[config.mk]
export PLATFORM = sky130hd
export DESIGN_NAME = screenshot_transfer_session_unit_flat
export DESIGN_NICKNAME = d
export VERILOG_FILES = /design/src/sts_pkg.sv /design/src/sts_intf.sv /design/src/sts_front.sv /design/src/sts_queue.sv /design/src/sts_back.sv /design/src/screenshot_transfer_session_unit.sv /design/src/flat_wrapper.sv
export VERILOG_INCLUDE_DIRS = /design/src /design/src/src
export SDC_FILE = /design/constraint.sdc
export NUM_CORES = 2
export LEC_CHECK = 0
export ABC_AREA = 1
export BUFFER_PORTS_ARGS = -buffer_cell sky130_fd_sc_hd__clkbuf_2
export CORE_MARGIN = 1
export CORE_UTILIZATION = 60
export CTS_CLUSTER_DIAMETER = 100
export DETAILED_ROUTE_END_ITERATION = 8
export PLACE_DENSITY = 0.78
export SETUP_SLACK_MARGIN = 0.1
export SLEW_MARGIN = 40
export SYNTH_ARGS = -nofsm -noshare
export SYNTH_HDL_FRONTEND = slang
export SYNTH_SLANG_ARGS = --single-unit
export TNS_END_PERCENT = 100
[constraint.sdc]
create_clock -name clk_i -period 14.68 [get_ports clk_i]
set_clock_uncertainty 0.15 [all_clocks]
set_input_delay 0 -clock clk_i [delete_from_list [all_inputs] [get_ports clk_i]]
set_output_delay 0 -clock clk_i [all_outputs]
set_load 0.02 [all_outputs]
[src/assert_macros.svh]
// Assertion helpers for the RTL. Every check is clocked on clk_i and
// is switched off while rst_ni is low.
`ifndef ASSERT_MACROS_SVH
`define ASSERT_MACROS_SVH

// The property must hold at every clock edge out of reset.
`define STS_ASSERT(name, prop, msg) \
  name: assert property (@(posedge clk_i) disable iff (!rst_ni) (prop)) else $error(msg);

// The expression must never be true out of reset.
`define STS_NEVER(name, expr, msg) \
  name: assert property (@(posedge clk_i) disable iff (!rst_ni) !(expr)) else $error(msg);

`endif

[src/sts_pkg.sv]
// ----------------------------------------------------------------------------
// Screenshot transfer session package
// Constants, codes and the request and result types shared by the session unit.
// ----------------------------------------------------------------------------
`default_nettype none

package sts_pkg;

  localparam int FRAME_BYTES         = 153600;
  localparam int MAX_CHUNK           = 500;
  localparam int MAX_RETRIES         = 3;
  localparam int PACKET_BUFFER_BYTES = 1024;
  localparam int BEGIN_PACKET_BYTES  = 17;
  localparam int END_PACKET_BYTES    = 21;
  localparam int DATA_HEADER         = 17;

  localparam logic [31:0] CAPTURE_TIMEOUT_RST = 32'd30000;
  localparam logic [31:0] ACK_TIMEOUT_RST     = 32'd3000;
  localparam logic [31:0] WINDOW_RST          = 32'd300000;

  // Depth of the queue between the classifier and the session engine.
  localparam int QUEUE_DEPTH = 2;

  typedef enum logic [2:0] {
    CMD_MSG      = 3'd0,
    CMD_CAPTURED = 3'd1,
    CMD_REQUEST  = 3'd2,
    CMD_SENT     = 3'd3,
    CMD_POLL     = 3'd4
  } cmd_e;

  typedef enum logic [7:0] {
    OP_START  = 8'd1,
    OP_ACK    = 8'd2,
    OP_FINISH = 8'd3,
    OP_CANCEL = 8'd4
  } op_e;

  typedef enum logic [2:0] {
    ST_OK        = 3'd0,
    ST_BAD_LEN   = 3'd1,
    ST_TIMEOUT   = 3'd2,
    ST_BAD_STATE = 3'd3,
    ST_BUSY      = 3'd4,
    ST_BAD_ID    = 3'd5
  } status_e;

  typedef enum logic [1:0] {
    PK_NONE  = 2'd0,
    PK_BEGIN = 2'd1,
    PK_DATA  = 2'd2,
    PK_END   = 2'd3
  } pkind_e;

  typedef enum logic [1:0] {
    CFG_CAPTURE = 2'd0,
    CFG_ACK     = 2'd1,
    CFG_WINDOW  = 2'd2
  } cfg_idx_e;

  // A classified request as it travels through the queue.
  typedef struct packed {
    logic [2:0]  cmd;
    logic        len_ok;
    logic [7:0]  opcode;
    logic [15:0] msg_session;
    logic [15:0] msg_sequence;
    logic [15:0] requester_id;
    logic [63:0] now;
    logic [63:0] cap_deadline;
    logic [63:0] ack_deadline;
    logic        frame_ok;
    logic [15:0] capacity;
    logic        begin_fits;
    logic        end_fits;
    logic [8:0]  chunk;
  } item_t;

  typedef struct packed {
    logic        reply;
    logic [2:0]  status;
    logic        capture;
    logic        release_res;
    logic        accepted;
    logic [1:0]  packet_kind;
    logic [15:0] packet_sequence;
    logic [17:0] packet_offset;
    logic [8:0]  packet_payload_bytes;
    logic [10:0] packet_len;
    logic [8:0]  packet_total;
  } res_t;

  typedef struct packed {
    logic full;
    logic empty;
  } q_stat_t;

endpackage

`default_nettype wire

[src/sts_intf.sv]
// ----------------------------------------------------------------------------
// Screenshot transfer session channels
// Request, result and register write channels with valid/ready handshakes.
// ----------------------------------------------------------------------------
`default_nettype none

interface sts_in_if;
  logic        valid;
  logic        ready;
  logic [2:0]  command;
  logic [7:0]  msg_opcode;
  logic [7:0]  msg_length;
  logic [15:0] msg_session;
  logic [15:0] msg_sequence;
  logic [15:0] requester_id;
  logic [63:0] now_ms;
  logic        frame_present;
  logic [19:0] frame_bytes;
  logic [15:0] capacity;

  modport source (output valid, command, msg_opcode, msg_length, msg_session,
                  msg_sequence, requester_id, now_ms, frame_present, frame_bytes,
                  capacity, input ready);
  modport sink (input valid, command, msg_opcode, msg_length, msg_session,
                msg_sequence, requester_id, now_ms, frame_present, frame_bytes,
                capacity, output ready);
endinterface

interface sts_out_if;
  logic        valid;
  logic        ready;
  logic        reply;
  logic [2:0]  status;
  logic        capture;
  logic        release_res;
  logic        accepted;
  logic [1:0]  packet_kind;
  logic [15:0] packet_sequence;
  logic [17:0] packet_offset;
  logic [8:0]  packet_payload_bytes;
  logic [10:0] packet_len;
  logic [8:0]  packet_total;

  modport source (output valid, reply, status, capture, release_res, accepted,
                  packet_kind, packet_sequence, packet_offset, packet_payload_bytes,
                  packet_len, packet_total, input ready);
  modport sink (input valid, reply, status, capture, release_res, accepted,
                packet_kind, packet_sequence, packet_offset, packet_payload_bytes,
                packet_len, packet_total, output ready);
endinterface

interface sts_cfg_if;
  logic        valid;
  logic        ready;
  logic [1:0]  index;
  logic [31:0] data;

  modport source (output valid, index, data, input ready);
  modport sink (input valid, index, data, output ready);
endinterface

`default_nettype wire

[src/sts_front.sv]
// ----------------------------------------------------------------------------
// Session request classifier
// Holds the timing registers and turns each request into a queue entry.
// ----------------------------------------------------------------------------
`default_nettype none

module sts_front (
  input  wire logic          clk_i,
  input  wire logic          rst_ni,
  sts_in_if.sink             in_i,
  sts_cfg_if.sink            cfg_i,
  input  wire logic          q_full_i,
  output logic               push_o,
  output sts_pkg::item_t     item_o,
  output logic [31:0]        window_o
);

  logic [31:0] cap_to_q, cap_to_d;
  logic [31:0] ack_to_q, ack_to_d;
  logic [31:0] win_q, win_d;
  logic        len_ok;
  logic [15:0] room;
  logic [15:0] avail;
  logic [15:0] even;

  assign cfg_i.ready = 1'b1;

  always_comb begin
    cap_to_d = cap_to_q;
    ack_to_d = ack_to_q;
    win_d    = win_q;
    if (cfg_i.valid) begin
      case (cfg_i.index)
        sts_pkg::CFG_CAPTURE: cap_to_d = cfg_i.data;
        sts_pkg::CFG_ACK:     ack_to_d = cfg_i.data;
        sts_pkg::CFG_WINDOW:  win_d    = cfg_i.data;
        default: ;
      endcase
    end
  end

  always_ff @(posedge clk_i or negedge rst_ni) begin
    if (!rst_ni) begin
      cap_to_q <= sts_pkg::CAPTURE_TIMEOUT_RST;
      ack_to_q <= sts_pkg::ACK_TIMEOUT_RST;
      win_q    <= sts_pkg::WINDOW_RST;
    end else begin
      cap_to_q <= cap_to_d;
      ack_to_q <= ack_to_d;
      win_q    <= win_d;
    end
  end

  assign window_o   = win_q;
  assign in_i.ready = !q_full_i;
  assign push_o     = in_i.valid && !q_full_i;

  always_comb begin
    case (in_i.msg_opcode)
      sts_pkg::OP_START:  len_ok = (in_i.msg_length == 8'd1);
      sts_pkg::OP_ACK:    len_ok = (in_i.msg_length == 8'd5);
      sts_pkg::OP_FINISH,
      sts_pkg::OP_CANCEL: len_ok = (in_i.msg_length == 8'd3);
      default:            len_ok = 1'b0;
    endcase
  end

  // Room for begin and end packets, and the even data chunk the capacity allows.
  assign room  = (in_i.capacity < 16'(sts_pkg::PACKET_BUFFER_BYTES)) ? in_i.capacity
                                                    : 16'(sts_pkg::PACKET_BUFFER_BYTES);
  assign avail = in_i.capacity - 16'(sts_pkg::DATA_HEADER);
  assign even  = {avail[15:1], 1'b0};

  always_comb begin
    item_o.cmd          = in_i.command;
    item_o.len_ok       = len_ok;
    item_o.opcode       = in_i.msg_opcode;
    item_o.msg_session  = in_i.msg_session;
    item_o.msg_sequence = in_i.msg_sequence;
    item_o.requester_id = in_i.requester_id;
    item_o.now          = in_i.now_ms;
    item_o.cap_deadline = in_i.now_ms + {32'd0, cap_to_q};
    item_o.ack_deadline = in_i.now_ms + {32'd0, ack_to_q};
    item_o.frame_ok     = in_i.frame_present
                          && (in_i.frame_bytes == 20'(sts_pkg::FRAME_BYTES));
    item_o.capacity     = in_i.capacity;
    item_o.begin_fits   = 16'(sts_pkg::BEGIN_PACKET_BYTES) <= room;
    item_o.end_fits     = 16'(sts_pkg::END_PACKET_BYTES) <= room;
    if (in_i.capacity <= 16'(sts_pkg::DATA_HEADER)) begin
      item_o.chunk = 9'd0;
    end else if (even > 16'(sts_pkg::MAX_CHUNK)) begin
      item_o.chunk = 9'(sts_pkg::MAX_CHUNK);
    end else begin
      item_o.chunk = even[8:0];
    end
  end

endmodule

`default_nettype wire

[src/sts_queue.sv]
// ----------------------------------------------------------------------------
// Session request queue
// Short first-in first-out buffer between the classifier and the engine.
// ----------------------------------------------------------------------------
`default_nettype none

module sts_queue (
  input  wire logic            clk_i,
  input  wire logic            rst_ni,
  input  wire logic            push_i,
  input  wire sts_pkg::item_t  item_i,
  input  wire logic            pop_i,
  output sts_pkg::item_t       item_o,
  output sts_pkg::q_stat_t     stat_o
);

  localparam int PtrW = (sts_pkg::QUEUE_DEPTH > 1) ? $clog2(sts_pkg::QUEUE_DEPTH) : 1;
  localparam int CntW = $clog2(sts_pkg::QUEUE_DEPTH + 1);

  sts_pkg::item_t mem_q [sts_pkg::QUEUE_DEPTH];
  logic [PtrW-1:0] wr_q, wr_d, rd_q, rd_d;
  logic [CntW-1:0] cnt_q, cnt_d;

  function automatic logic [PtrW-1:0] bump(input logic [PtrW-1:0] p);
    if (p == PtrW'(sts_pkg::QUEUE_DEPTH - 1)) begin
      bump = '0;
    end else begin
      bump = p + PtrW'(1);
    end
  endfunction

  always_comb begin
    wr_d  = push_i ? bump(wr_q) : wr_q;
    rd_d  = pop_i ? bump(rd_q) : rd_q;
    cnt_d = cnt_q + CntW'(push_i) - CntW'(pop_i);
  end

  always_ff @(posedge clk_i or negedge rst_ni) begin
    if (!rst_ni) begin
      wr_q  <= '0;
      rd_q  <= '0;
      cnt_q <= '0;
    end else begin
      wr_q  <= wr_d;
      rd_q  <= rd_d;
      cnt_q <= cnt_d;
    end
  end

  always_ff @(posedge clk_i) begin
    if (push_i) begin
      mem_q[wr_q] <= item_i;
    end
  end

  assign item_o       = mem_q[rd_q];
  assign stat_o.full  = (cnt_q == CntW'(sts_pkg::QUEUE_DEPTH));
  assign stat_o.empty = (cnt_q == '0);

endmodule

`default_nettype wire

[src/sts_back.sv]
// ----------------------------------------------------------------------------
// Session engine
// Keeps the session state and builds one registered result per request.
// ----------------------------------------------------------------------------
`default_nettype none

module sts_back (
  input  wire logic              clk_i,
  input  wire logic              rst_ni,
  input  wire sts_pkg::item_t    item_i,
  input  wire sts_pkg::q_stat_t  stat_i,
  input  wire logic [31:0]       window_i,
  output logic                   pop_o,
  sts_out_if.source              out_o
);

  typedef enum logic [2:0] {
    PH_IDLE      = 3'd0,
    PH_CAPTURING = 3'd1,
    PH_BEGIN     = 3'd2,
    PH_DATA      = 3'd3,
    PH_END       = 3'd4,
    PH_COMPLETE  = 3'd5,
    PH_FAILED    = 3'd6
  } phase_e;

  phase_e      phase_q, phase_d;
  logic [15:0] sess_q, sess_d;
  logic [15:0] seq_q, seq_d;
  logic [63:0] dl_q, dl_d;
  logic        wait_q, wait_d;
  logic [1:0]  retry_q, retry_d;
  logic [10:0] plen_q, plen_d;
  logic [1:0]  pkind_q, pkind_d;
  logic [17:0] off_q, off_d;
  logic [8:0]  pay_q, pay_d;
  logic [8:0]  npkt_q, npkt_d;
  logic [63:0] done_q, done_d;
  logic        ovalid_q, ovalid_d;
  sts_pkg::res_t res_q, res_d;

  logic        active;
  logic        past_dl;
  logic        recent;
  logic        emit;
  logic [19:0] remain;
  logic [8:0]  cnt;
  logic [10:0] dlen;
  logic [63:0] since;

  assign pop_o   = !stat_i.empty && (!ovalid_q || out_o.ready);
  assign active  = (phase_q == PH_CAPTURING) || (phase_q == PH_BEGIN)
                   || (phase_q == PH_DATA) || (phase_q == PH_END);
  assign past_dl = item_i.now >= dl_q;
  assign since   = item_i.now - done_q;
  assign recent  = (phase_q == PH_COMPLETE) && (since < {32'd0, window_i});
  assign remain  = ({2'b00, off_q} < 20'(sts_pkg::FRAME_BYTES))
                   ? 20'(sts_pkg::FRAME_BYTES) - {2'b00, off_q} : 20'd0;
  assign cnt     = ({11'd0, item_i.chunk} > remain) ? remain[8:0] : item_i.chunk;
  assign dlen    = 11'(sts_pkg::DATA_HEADER) + {2'b00, cnt};

  always_comb begin
    phase_d  = phase_q;
    sess_d   = sess_q;
    seq_d    = seq_q;
    dl_d     = dl_q;
    wait_d   = wait_q;
    retry_d  = retry_q;
    plen_d   = plen_q;
    pkind_d  = pkind_q;
    off_d    = off_q;
    pay_d    = pay_q;
    npkt_d   = npkt_q;
    done_d   = done_q;
    res_d    = '0;
    emit     = 1'b0;
    ovalid_d = ovalid_q && !out_o.ready;

    if (pop_o) begin
      ovalid_d = 1'b1;
      case (item_i.cmd)
        sts_pkg::CMD_MSG: begin
          if (!item_i.len_ok) begin
            res_d.reply  = 1'b1;
            res_d.status = sts_pkg::ST_BAD_LEN;
          end else if (item_i.opcode == sts_pkg::OP_START) begin
            if (active) begin
              res_d.reply  = 1'b1;
              res_d.status = sts_pkg::ST_BUSY;
            end else if (item_i.requester_id == 16'd0) begin
              res_d.reply  = 1'b1;
              res_d.status = sts_pkg::ST_BAD_ID;
            end else begin
              phase_d = PH_CAPTURING;
              sess_d  = item_i.requester_id;
              seq_d   = '0;
              dl_d    = item_i.cap_deadline;
              wait_d  = 1'b0;
              retry_d = '0;
              plen_d  = '0;
              pkind_d = '0;
              off_d   = '0;
              pay_d   = '0;
              npkt_d  = '0;
              done_d  = '0;
              res_d.capture     = 1'b1;
              res_d.release_res = 1'b1;
            end
          end else if (item_i.msg_session == 16'd0 || item_i.msg_session != sess_q) begin
            res_d.reply  = 1'b1;
            res_d.status = sts_pkg::ST_BAD_STATE;
          end else if (item_i.opcode == sts_pkg::OP_ACK) begin
            if (!wait_q || item_i.msg_sequence != seq_q) begin
              res_d.reply  = 1'b1;
              res_d.status = sts_pkg::ST_BAD_STATE;
            end else begin
              wait_d  = 1'b0;
              retry_d = '0;
              plen_d  = '0;
              seq_d   = seq_q + 16'd1;
              case (phase_q)
                PH_BEGIN: phase_d = PH_DATA;
                PH_DATA: begin
                  off_d  = off_q + {9'd0, pay_q};
                  npkt_d = npkt_q + 9'd1;
                  if (off_d == 18'(sts_pkg::FRAME_BYTES)) begin
                    phase_d = PH_END;
                  end
                end
                PH_END: begin
                  phase_d = PH_COMPLETE;
                  done_d  = item_i.now;
                  res_d.reply       = 1'b1;
                  res_d.status      = sts_pkg::ST_OK;
                  res_d.release_res = 1'b1;
                end
                default: begin
                  res_d.reply  = 1'b1;
                  res_d.status = sts_pkg::ST_BAD_STATE;
                end
              endcase
            end
          end else if (!recent && !(item_i.opcode == sts_pkg::OP_CANCEL && active)) begin
            res_d.reply  = 1'b1;
            res_d.status = sts_pkg::ST_BAD_STATE;
          end else begin
            phase_d = PH_IDLE;
            sess_d  = '0;
            seq_d   = '0;
            dl_d    = '0;
            wait_d  = 1'b0;
            retry_d = '0;
            plen_d  = '0;
            pkind_d = '0;
            off_d   = '0;
            pay_d   = '0;
            npkt_d  = '0;
            done_d  = '0;
            res_d.reply       = 1'b1;
            res_d.status      = sts_pkg::ST_OK;
            res_d.release_res = 1'b1;
          end
        end
        sts_pkg::CMD_CAPTURED: begin
          if (phase_q == PH_CAPTURING && item_i.frame_ok) begin
            phase_d        = PH_BEGIN;
            res_d.accepted = 1'b1;
          end
        end
        sts_pkg::CMD_REQUEST: begin
          if ((phase_q == PH_BEGIN || phase_q == PH_DATA || phase_q == PH_END)
              && !(wait_q && !past_dl)
              && !(wait_q && retry_q >= 2'(sts_pkg::MAX_RETRIES))) begin
            if (plen_q == '0) begin
              case (phase_q)
                PH_BEGIN: begin
                  if (item_i.begin_fits) begin
                    plen_d  = 11'(sts_pkg::BEGIN_PACKET_BYTES);
                    pkind_d = sts_pkg::PK_BEGIN;
                    emit    = 1'b1;
                  end
                end
                PH_END: begin
                  if (item_i.end_fits) begin
                    plen_d  = 11'(sts_pkg::END_PACKET_BYTES);
                    pkind_d = sts_pkg::PK_END;
                    emit    = 1'b1;
                  end
                end
                default: begin
                  if (cnt != 9'd0) begin
                    pay_d = cnt;
                    if (dlen <= 11'(sts_pkg::PACKET_BUFFER_BYTES)) begin
                      plen_d  = dlen;
                      pkind_d = sts_pkg::PK_DATA;
                      emit    = 1'b1;
                    end
                  end
                end
              endcase
            end else if ({5'd0, plen_q} <= item_i.capacity) begin
              emit = 1'b1;
            end
          end
          if (emit) begin
            res_d.packet_kind     = pkind_d;
            res_d.packet_sequence = seq_q;
            res_d.packet_len      = plen_d;
            if (pkind_d == sts_pkg::PK_DATA) begin
              res_d.packet_offset        = off_q;
              res_d.packet_payload_bytes = pay_d;
            end
            if (pkind_d == sts_pkg::PK_END) begin
              res_d.packet_total = npkt_q;
            end
          end
        end
        sts_pkg::CMD_SENT: begin
          if (plen_q != '0) begin
            if (wait_q && retry_q != 2'd3) begin
              retry_d = retry_q + 2'd1;
            end
            wait_d = 1'b1;
            dl_d   = item_i.ack_deadline;
          end
        end
        sts_pkg::CMD_POLL: begin
          if ((wait_q && past_dl && retry_q >= 2'(sts_pkg::MAX_RETRIES))
              || (phase_q == PH_CAPTURING && past_dl)) begin
            phase_d           = PH_FAILED;
            wait_d            = 1'b0;
            res_d.reply       = 1'b1;
            res_d.status      = sts_pkg::ST_TIMEOUT;
            res_d.release_res = 1'b1;
          end
        end
        default: ;
      endcase
    end
  end

  always_ff @(posedge clk_i or negedge rst_ni) begin
    if (!rst_ni) begin
      phase_q  <= PH_IDLE;
      sess_q   <= '0;
      seq_q    <= '0;
      dl_q     <= '0;
      wait_q   <= 1'b0;
      retry_q  <= '0;
      plen_q   <= '0;
      pkind_q  <= '0;
      off_q    <= '0;
      pay_q    <= '0;
      npkt_q   <= '0;
      done_q   <= '0;
      ovalid_q <= 1'b0;
    end else begin
      phase_q  <= phase_d;
      sess_q   <= sess_d;
      seq_q    <= seq_d;
      dl_q     <= dl_d;
      wait_q   <= wait_d;
      retry_q  <= retry_d;
      plen_q   <= plen_d;
      pkind_q  <= pkind_d;
      off_q    <= off_d;
      pay_q    <= pay_d;
      npkt_q   <= npkt_d;
      done_q   <= done_d;
      ovalid_q <= ovalid_d;
    end
  end

  always_ff @(posedge clk_i) begin
    if (pop_o) begin
      res_q <= res_d;
    end
  end

  assign out_o.valid                = ovalid_q;
  assign out_o.reply                = res_q.reply;
  assign out_o.status               = res_q.status;
  assign out_o.capture              = res_q.capture;
  assign out_o.release_res          = res_q.release_res;
  assign out_o.accepted             = res_q.accepted;
  assign out_o.packet_kind          = res_q.packet_kind;
  assign out_o.packet_sequence      = res_q.packet_sequence;
  assign out_o.packet_offset        = res_q.packet_offset;
  assign out_o.packet_payload_bytes = res_q.packet_payload_bytes;
  assign out_o.packet_len           = res_q.packet_len;
  assign out_o.packet_total         = res_q.packet_total;

endmodule

`default_nettype wire

[src/screenshot_transfer_session_unit.sv]
// ----------------------------------------------------------------------------
// Screenshot transfer session unit
// Stop-and-wait upload controller for one captured frame.
// ----------------------------------------------------------------------------
// The unit takes one request per clock while the queue has room and
// returns exactly one result per request, in order. A request is
// classified as it is accepted, waits in a two-entry queue, and is carried
// out by the session engine once it is at the queue head and the result
// register is free or being emptied. Sustained rate is one request per
// cycle while the consumer keeps output ready high; the bound is the state
// update of the session engine. The result register and the queue keep
// input acceptance going while a result waits for the consumer, and input
// ready drops only once the queue is full. Register writes take effect at
// once and must be made while no request is in flight.
`default_nettype none

`include "assert_macros.svh"

module screenshot_transfer_session_unit (
  input  wire logic clk_i,
  input  wire logic rst_ni,
  sts_in_if.sink    in_i,
  sts_cfg_if.sink   cfg_i,
  sts_out_if.source out_o
);

  sts_pkg::item_t   push_item;
  sts_pkg::item_t   head_item;
  sts_pkg::q_stat_t q_stat;
  logic             push;
  logic             pop;
  logic [31:0]      window;

  // Classifier: register file, length checks and packet sizing.
  sts_front u_front (
    .clk_i    (clk_i),
    .rst_ni   (rst_ni),
    .in_i     (in_i),
    .cfg_i    (cfg_i),
    .q_full_i (q_stat.full),
    .push_o   (push),
    .item_o   (push_item),
    .window_o (window)
  );

  // Queue that lets the classifier and the engine stall on their own.
  sts_queue u_queue (
    .clk_i  (clk_i),
    .rst_ni (rst_ni),
    .push_i (push),
    .item_i (push_item),
    .pop_i  (pop),
    .item_o (head_item),
    .stat_o (q_stat)
  );

  // Session engine with the output register.
  sts_back u_back (
    .clk_i    (clk_i),
    .rst_ni   (rst_ni),
    .item_i   (head_item),
    .stat_i   (q_stat),
    .window_i (window),
    .pop_o    (pop),
    .out_o    (out_o)
  );

  // The queue can never be full and empty at once.
  `STS_NEVER(a_queue_status, q_stat.full && q_stat.empty, "queue full and empty")
  // The engine only takes a request when the queue holds one.
  `STS_ASSERT(a_pop_nonempty, pop |-> !q_stat.empty, "pop from empty queue")
  // A new result only shows up after the engine took a request.
  `STS_ASSERT(a_result_source, $rose(out_o.valid) |-> $past(pop), "result without request")

endmodule

`default_nettype wire

[src/flat_wrapper.sv]
// flat-port wrapper written by rule: the top's interface ports become plain ports
module screenshot_transfer_session_unit_flat 
  (clk_i, rst_ni, in_i_valid, in_i_command, in_i_msg_opcode, in_i_msg_length, in_i_msg_session, in_i_msg_sequence, in_i_requester_id, in_i_now_ms, in_i_frame_present, in_i_frame_bytes, in_i_capacity, in_i_ready, cfg_i_valid, cfg_i_index, cfg_i_data, cfg_i_ready, out_o_valid, out_o_reply, out_o_status, out_o_capture, out_o_release_res, out_o_accepted, out_o_packet_kind, out_o_packet_sequence, out_o_packet_offset, out_o_packet_payload_bytes, out_o_packet_len, out_o_packet_total, out_o_ready);
  sts_in_if in_i_i ();
  sts_cfg_if cfg_i_i ();
  sts_out_if out_o_i ();
  input  wire logic clk_i;
  input  wire logic rst_ni;
  input wire logic [$bits(in_i_i.valid)-1:0] in_i_valid;
  input wire logic [$bits(in_i_i.command)-1:0] in_i_command;
  input wire logic [$bits(in_i_i.msg_opcode)-1:0] in_i_msg_opcode;
  input wire logic [$bits(in_i_i.msg_length)-1:0] in_i_msg_length;
  input wire logic [$bits(in_i_i.msg_session)-1:0] in_i_msg_session;
  input wire logic [$bits(in_i_i.msg_sequence)-1:0] in_i_msg_sequence;
  input wire logic [$bits(in_i_i.requester_id)-1:0] in_i_requester_id;
  input wire logic [$bits(in_i_i.now_ms)-1:0] in_i_now_ms;
  input wire logic [$bits(in_i_i.frame_present)-1:0] in_i_frame_present;
  input wire logic [$bits(in_i_i.frame_bytes)-1:0] in_i_frame_bytes;
  input wire logic [$bits(in_i_i.capacity)-1:0] in_i_capacity;
  output wire logic [$bits(in_i_i.ready)-1:0] in_i_ready;
  input wire logic [$bits(cfg_i_i.valid)-1:0] cfg_i_valid;
  input wire logic [$bits(cfg_i_i.index)-1:0] cfg_i_index;
  input wire logic [$bits(cfg_i_i.data)-1:0] cfg_i_data;
  output wire logic [$bits(cfg_i_i.ready)-1:0] cfg_i_ready;
  output wire logic [$bits(out_o_i.valid)-1:0] out_o_valid;
  output wire logic [$bits(out_o_i.reply)-1:0] out_o_reply;
  output wire logic [$bits(out_o_i.status)-1:0] out_o_status;
  output wire logic [$bits(out_o_i.capture)-1:0] out_o_capture;
  output wire logic [$bits(out_o_i.release_res)-1:0] out_o_release_res;
  output wire logic [$bits(out_o_i.accepted)-1:0] out_o_accepted;
  output wire logic [$bits(out_o_i.packet_kind)-1:0] out_o_packet_kind;
  output wire logic [$bits(out_o_i.packet_sequence)-1:0] out_o_packet_sequence;
  output wire logic [$bits(out_o_i.packet_offset)-1:0] out_o_packet_offset;
  output wire logic [$bits(out_o_i.packet_payload_bytes)-1:0] out_o_packet_payload_bytes;
  output wire logic [$bits(out_o_i.packet_len)-1:0] out_o_packet_len;
  output wire logic [$bits(out_o_i.packet_total)-1:0] out_o_packet_total;
  input wire logic [$bits(out_o_i.ready)-1:0] out_o_ready;
  assign in_i_i.valid = in_i_valid;
  assign in_i_i.command = in_i_command;
  assign in_i_i.msg_opcode = in_i_msg_opcode;
  assign in_i_i.msg_length = in_i_msg_length;
  assign in_i_i.msg_session = in_i_msg_session;
  assign in_i_i.msg_sequence = in_i_msg_sequence;
  assign in_i_i.requester_id = in_i_requester_id;
  assign in_i_i.now_ms = in_i_now_ms;
  assign in_i_i.frame_present = in_i_frame_present;
  assign in_i_i.frame_bytes = in_i_frame_bytes;
  assign in_i_i.capacity = in_i_capacity;
  assign in_i_ready = in_i_i.ready;
  assign cfg_i_i.valid = cfg_i_valid;
  assign cfg_i_i.index = cfg_i_index;
  assign cfg_i_i.data = cfg_i_data;
  assign cfg_i_ready = cfg_i_i.ready;
  assign out_o_valid = out_o_i.valid;
  assign out_o_reply = out_o_i.reply;
  assign out_o_status = out_o_i.status;
  assign out_o_capture = out_o_i.capture;
  assign out_o_release_res = out_o_i.release_res;
  assign out_o_accepted = out_o_i.accepted;
  assign out_o_packet_kind = out_o_i.packet_kind;
  assign out_o_packet_sequence = out_o_i.packet_sequence;
  assign out_o_packet_offset = out_o_i.packet_offset;
  assign out_o_packet_payload_bytes = out_o_i.packet_payload_bytes;
  assign out_o_packet_len = out_o_i.packet_len;
  assign out_o_packet_total = out_o_i.packet_total;
  assign out_o_i.ready = out_o_ready;
  screenshot_transfer_session_unit u_core (.clk_i(clk_i), .rst_ni(rst_ni), .in_i(in_i_i), .cfg_i(cfg_i_i), .out_o(out_o_i));
endmodule
; Word-level counts from Yosys, hierarchy flattened
; Memory sizes are Yosys's and may differ from the RTL's.
; Cells that the tools add are included.
[word_totals]
elab_cells = 341
memories = 1
inputBits = 207
output_inout_bits = 75
reg_bits = 388
ram_bits = 560
[op_classes]
eq_ne = 52
add_sub_neg = 14
mux = 162
reduce_logical = 67
n_bitwise = 3
magnitude_cmp = 12
[mem_list]
columns = memory, words, word_bits, read_ports, rd_clocked_by_memory_dff, write_ports, line
row1 = u_core.u_queue.mem_q, 2, 280, 1, 0, 1, sts_queue.sv:20  ; sts_pkg::item_t mem_q [sts_pkg::QUEUE_DEPTH];
[op_table]
columns = op, n
row1 = 2-to-1 mux 64 bit, 15
row2 = 2-to-1 mux 16 bit, 13
row3 = 2-to-1 mux 9 bit, 19
row4 = 2-to-1 mux 11 bit, 14
row5 = 2-to-1 mux 18 bit, 8
row6 = adder 64 x 32 -> 64 bit, 2
row7 = case mux 64 bit (2 select lines), 1
row8 = >= comparator 64 bit, 1
row9 = < comparator 64 x 32 -> 1 bit, 1
row10 = subtractor 64 bit, 1
row11 = 2-to-1 mux 2 bit, 25
row12 = case mux 11 bit (2 select lines), 2
row13 = 2-to-1 mux 1 bit, 33
row14 = 2-to-1 mux 3 bit, 11
row15 = "== test 8 x 2 -> 1 bit, second input constant", 4
row16 = "less-or-equal comparator 5 x 16 -> 1 bit, first input constant", 2
row17 = zero test 16 bit, 2
row18 = 2-to-1 mux 4 bit, 8
row19 = != test 16 bit, 2
row20 = AND reduction 8 bit, 4
row21 = AND reduction 9 bit, 3
row22 = "== test 8 x 1 -> 1 bit, second input constant", 3
row23 = "== test 8 x 3 -> 1 bit, second input constant", 3
row24 = "!= test 2 bit, second input constant", 11
row25 = 54 further kinds, 122

; Depth between registers and ports, before layout
[depth]
ltp_word = 15
mapped_depth = 42

; Modules after synthesis
; Synthesis repeated with hierarchy kept, for this count alone.
[hier_totals]
hier_cells = 7111
hier_area_um2 = 56873.3
[by_module_without_submodules]
columns = mod, n_inst, area_per_inst_um2, seq_area_each_um2, cells_each
row1 = sts_back, 1, 23891.7, 7567.3, 3552
row2 = sts_queue, 1, 20867.5, 16916.2, 1487
row3 = sts_front, 1, 12114.1, 2429.8, 2072

; Least setup slack after synthesis
; Ideal clock, no wire load.
[synth_timing]
path_type = reg2reg
from = register u_core.u_queue.cnt_q[1]
to = memory u_core.u_queue.mem_q[1][100] (netlist bit) (enable)
path_stages_with_launch = 4
synth_period_minus_slack_ps = 13399
n_path_buf = 0
setup_ps = 926
arrival_ps = 12323
slack_ps = 1281
cell_sequence = dfrtp_1 -> nand2_1 -> nand2_1 -> nor2_1
[synth_via]
elab_chain_len = 5
[synth_rtl]
columns = element, line
row1 = start: declaration, sts_queue.sv:22  ; logic [CntW-1:0] cnt_q, cnt_d;
row2 = start signal: assignment, sts_queue.sv:46  ; cnt_q <= cnt_d;
row3 = == test 2 bit, sts_queue.sv:57  ; assign stat_o.full = (cnt_q == CntW'(sts_pkg::QUEUE_DEPTH));
row4 = zero test 1 bit, -
row5 = named net in_i_ready, flat_wrapper.sv:20  ; output wire logic [$bits(in_i_i.ready)-1:0] in_i_ready;
row6 = logical AND 1 bit, sts_front.sv:56  ; assign push_o = in_i.valid && !q_full_i;
row7 = 2-to-1 mux 1 bit, sts_queue.sv:51  ; if (push_i) begin
row8 = 2-to-1 mux 1 bit (not written as such), sts_queue.sv:52  ; mem_q[wr_q] <= item_i;
row9 = end: declaration, sts_queue.sv:20
; The timed path passes the listed nets, and every way through them passes these cells.

; Worst setup path after layout
[layout_timing]
from = register u_core.u_queue.rd_q
to = register u_core.u_back.dl_q[52]
[layout_via]
elab_chain_len = 8
word_cells_on_any_way = 32
cone_classes = add/sub: 1 / order compare: 1 / eq/ne: 12 / mux: 6 / reduce/logical: 11 / memory: 1
[layout_rtl]
columns = element, line
row1 = start: declaration, sts_queue.sv:21  ; logic [PtrW-1:0] wr_q, wr_d, rd_q, rd_d;
row2 = start signal: assignment, sts_queue.sv:45  ; rd_q <= rd_d;
row3 = memory read (2 x 280 bit) *, -
row4 = subtractor 64 bit, sts_back.sv:55  ; assign since = item_i.now - done_q;
row5 = < comparator 64 x 32 -> 1 bit, sts_back.sv:56  ; assign recent = (phase_q == PH_COMPLETE) && (since < {32'd0, window_i});
row6 = logical AND 1 bit, sts_back.sv:56
row7 = zero test 1 bit, sts_back.sv:143  ; end else if (!recent && !(item_i.opcode == sts_pkg::OP_CANCEL && active)) begin
row8 = logical AND 1 bit, sts_back.sv:143
row9 = != test 3 bit (no source line), -
row10 = AND reduction 9 bit (no source line), -
row11 = end signal: assignment, sts_back.sv:261  ; dl_q <= dl_d;
row12 = end: declaration, sts_back.sv:30  ; logic [63:0] dl_q, dl_d;
; Every way passes the cells marked *; elsewhere a longest branch is shown, timed or not. The select of a mux whose other input is x is not followed.
; A chain may end at the register's enable or synchronous reset.

==> reports/summary.txt <==
Simple-Gate Fraction of Synth Area - 21.1%
Postcts setup bufs - 0
CTS buffer count - 98
CP endpoint kind - flop
Final Hold Fails - 0
Max-slew headroom - 35.5%
Vias - 46000
CP Data Required Time - 15.12 ns
Post-synthesis sequential area ratio - 50.4%
Initial antenna violation count - 1
Setup tns final - 0 ns
Chip width - 300 um
Die area - 90100 um2
Slew Limit Fails - 0
Startpoint class of the critical path - flop
# setup viols final - 0
Final period util - 50.4%
Syn Inst Count - 6160
Vias in the first global route - 45400
Compound-cell area share of the yosys netlist - 9.51%
Hold Crit Class - in2reg
Port bufs - 280
Clock sinks - 946
Setup WS pre-CTS - 7.52 ns
Min Tclk post-route - 7.40 ns
Worst skew pair latency - 0.72 ns
Worst-Margin Slew - 0.959 ns
Post-Syn Area per Cell - 8.66 um2
Gr ovfl total - 0
Antenna viol nets, final - 0
Detailed Route WL - 162000 um
Clock root buffer - clkbuf_16
Drt pass-1 iters - 6
Max cap viols - 0
Clk slew on worst S/H paths - 0.07 ns
Fraction of layout cells with a size suffix above 1 - 9.66%
Syn nets - 6633
Post-synth EDFFs - 630
Most common flop cell mapped by yosys - edfxtp_1
TritonCTS clock tree - yes
RSZ-0062 raised after global routing - false
Post-route cell area - 62700 um2
Critical path peak fanout - 50
Fmax - 135 MHz
Mux share of post-synthesis cell area - 1.84%
Dpl cells - 7474
Tot GR Track Use - 35.9%
Row cnt - 108
Ys Warns - 0
Finished Layout Cells - 7987
H-tree depth - 3
Mapped Area - 53300 um2
Outcome - completed
Largest family of logic cells by synthesized area - simple AND/OR/NAND/NOR gates
# nets final - 7218
Area Overhead vs Synth - 17.5%
Ys async rst share - 33.4%
Slowest stage cell on the critical path - dfrtp_4
# DRC - 0
Initial drt markers - 4591
Kind of critical path - reg2reg
P_leak - 0.0283 uW
CTS Buffer Depth - 3
Core ar. - 87400 um2
Vias per cell - 5.76
Initial Utilization - 61.0%
DR WL/cell - 20.3 um
Largest net degree at the start of global routing - 147
Final Power - 9830 uW
Post-route setup slack - 7.28 ns
Post-synthesis cell type count - 67
Adder-Cell Fraction of Synth Area - 6.30%
Peak VDD IR - 124 uV
First-pass GRT wire length - 250000 um
Area after DPL - 56000 um2
Routability Congestion - 1.07
PD cells - 157 nW/um2
Arr. time, crit path - 7.83 ns
Cell mode on critical path - nand2_1
# fillers - 6394
Post-Synth XOR/XNOR Area - 3.40%
# IOs - 282
Crit-path max cell delay - 0.82 ns
Synthesized flop and latch total - 946
Post-detail-place hpwl - 112000 um
Y dimension of the die - 300 um
synth_stat cells (all sizes together), types with 2 or more instances:
cell | number | area (um2)
o21a | 14 | 105
fa | 4 | 80.1
nor3b | 2 | 15.0
a21o | 5 | 37.5
or2 | 53 | 332
nor4b | 2 | 17.5
dfstp | 22 | 578
mux2i | 98 | 981
nand3b | 13 | 97.6
edfxtp | 630 | 18900
dfrtp | 294 | 7360
o22ai | 2 | 12.5
o211ai | 14 | 105
clkbuf | 115 | 433
inv | 873 | 3280
or4 | 2 | 15.0
ha | 262 | 3280
and2 | 5 | 31.3
o21ai | 427 | 2150
nor3 | 82 | 410
o21bai | 16 | 120
a2111oi | 2 | 17.5
buf | 44 | 269
nor2 | 430 | 1780
a31oi | 13 | 81.3
xnor2 | 33 | 289
and3 | 3 | 18.8
nand2 | 1641 | 6240
nand3 | 298 | 1530
nor4 | 38 | 238
o2111ai | 3 | 26.3
nand4 | 81 | 522
o221ai | 6 | 52.6
o31ai | 8 | 60.1
a21oi | 437 | 2200
xor2 | 174 | 1520
a21boi | 6 | 48.8
layer usage:
metal | track usage, % | vias up | wire length, um
met4 | 15.7 | 0 | 7660
met3 | 4.60 | 447 | 11900
li1 | - | 21500 | -
met2 | 61.4 | 2188 | 79000
met1 | 45.9 | 21800 | 63700
met5 | 0 | - | 0
final cells by class:
class	count	area (um2)	area share, %
clock inverters	59	706	1.13
multi-input cells	4181	22600	36.0
repair buffers	644	5140	8.20
diodes	1	2.50	0.00399
flip-flops and latches	946	26900	42.9
well taps	1155	1450	2.31
clock buffers	127	2650	4.23
inverters	874	3290	5.26
final timing paths:
check	from	endpoint	slack (ns)	cells past startpoint
worst max-delay path	u_core.u_queue.rd_q	u_core.u_back.dl_q[52]	7.28	33
worst min-delay path	in_i_now_ms[55]	u_core.u_queue.mem_q[0][211]	0.03	2
worst max register to register	u_core.u_queue.rd_q	u_core.u_back.dl_q[52]	7.28	33
worst min register to register	u_core.u_front.cap_to_q[24]	u_core.u_front.cap_to_q[24]	0.34	2
max in group asynchronous	rst_ni	u_core.u_queue.rd_q	13.00	5
min in group asynchronous	rst_ni	u_core.u_back.sess_q[2]	0.28	4
critical path, delay by kind of cell (launching register included):
| kind | cells | cell delay (ns) |
|---|---|---|
| AO/OA/AOI/OAI | 5 | 1.22 |
| XOR/XNOR | 1 | 0.16 |
| adder cells (fa/ha/maj) | 3 | 0.84 |
| buffers and inverters | 7 | 1.92 |
| flip-flops | 1 | 0.82 |
| multiplexers | 1 | 0.34 |
| AND/OR/NAND/NOR | 16 | 1.76 |
flip-flops by register name, summed over array words and instances (netlist names), 18 cells and up:
| name | flops |
|---|---|
| u_core.u_back.dl_q | 64 |
| u_core.u_back.out_o.packet_offset | 18 |
| u_core.u_front.window_o | 32 |
| u_core.u_back.off_q | 18 |
| u_core.u_front.ack_to_q | 32 |
| u_core.u_queue.mem_q | 558 |
| u_core.u_back.done_q | 64 |
| u_core.u_front.cap_to_q | 32 |
through the flow:
step                      utilization, %  hold WS, ns
after floorplan                        -       -0.446
after global placement              63.8     -0.00807
after detailed placement            64.0       -0.223
after CTS                           71.6      0.00136
after global routing                71.7       0.0337
final                               71.7       0.0349
what timing repair did:
| action | in CTS | in global routing |
|---|---|---|
| endpoints found under the setup margin | 0 | 0 |
| gates resized for setup | 0 | 0 |
| hold buffers | 324 | 0 |
| endpoints found under the hold margin | 980 | 0 |
where the power goes:
part	switching [uW]	internal [uW]	leakage, uW	total, uW
Sequential	224	3530	0.00966	3750
Clock	1110	1500	0.00164	2610
Combinational	2430	1040	0.0170	3470
cell usage in the layout (no fill, tap or decap), types with 36 or more instances in the layout:
master / synthesis / final
nor4_1: 38 / 36
clkbuf_16: 0 / 99
o21ai_0: 396 / 395
nor3_1: 82 / 82
nand2_1: 1620 / 1618
ha_1: 262 / 262
nor2_2: 45 / 47
a21oi_1: 435 / 435
clkbuf_2: 1 / 279
nand3_1: 293 / 289
or2_2: 44 / 44
dfrtp_1: 294 / 293
edfxtp_1: 630 / 630
nor2_1: 379 / 375
inv_1: 858 / 857
xor2_1: 174 / 174
nand4_1: 80 / 80
mux2i_1: 98 / 98
dlygate4sd3_1: 0 / 323
logic make-up (layout without fill, tap and decap cells):
| group | Yosys count | count (layout) |
|---|---|---|
| and+or+nand+nor | 2651 | 2651 |
| buffers and inverters | 1033 | 1704 |
| AOI/OAI and AO/OA | 958 | 958 |
| DFF | 946 | 946 |
| adders and majority gates | 266 | 266 |
| xor gates and xnor gates | 207 | 207 |
| muxes | 98 | 98 |
| other | 1 | 2 |
No activity file was read; power rests on OpenSTA's default activity.
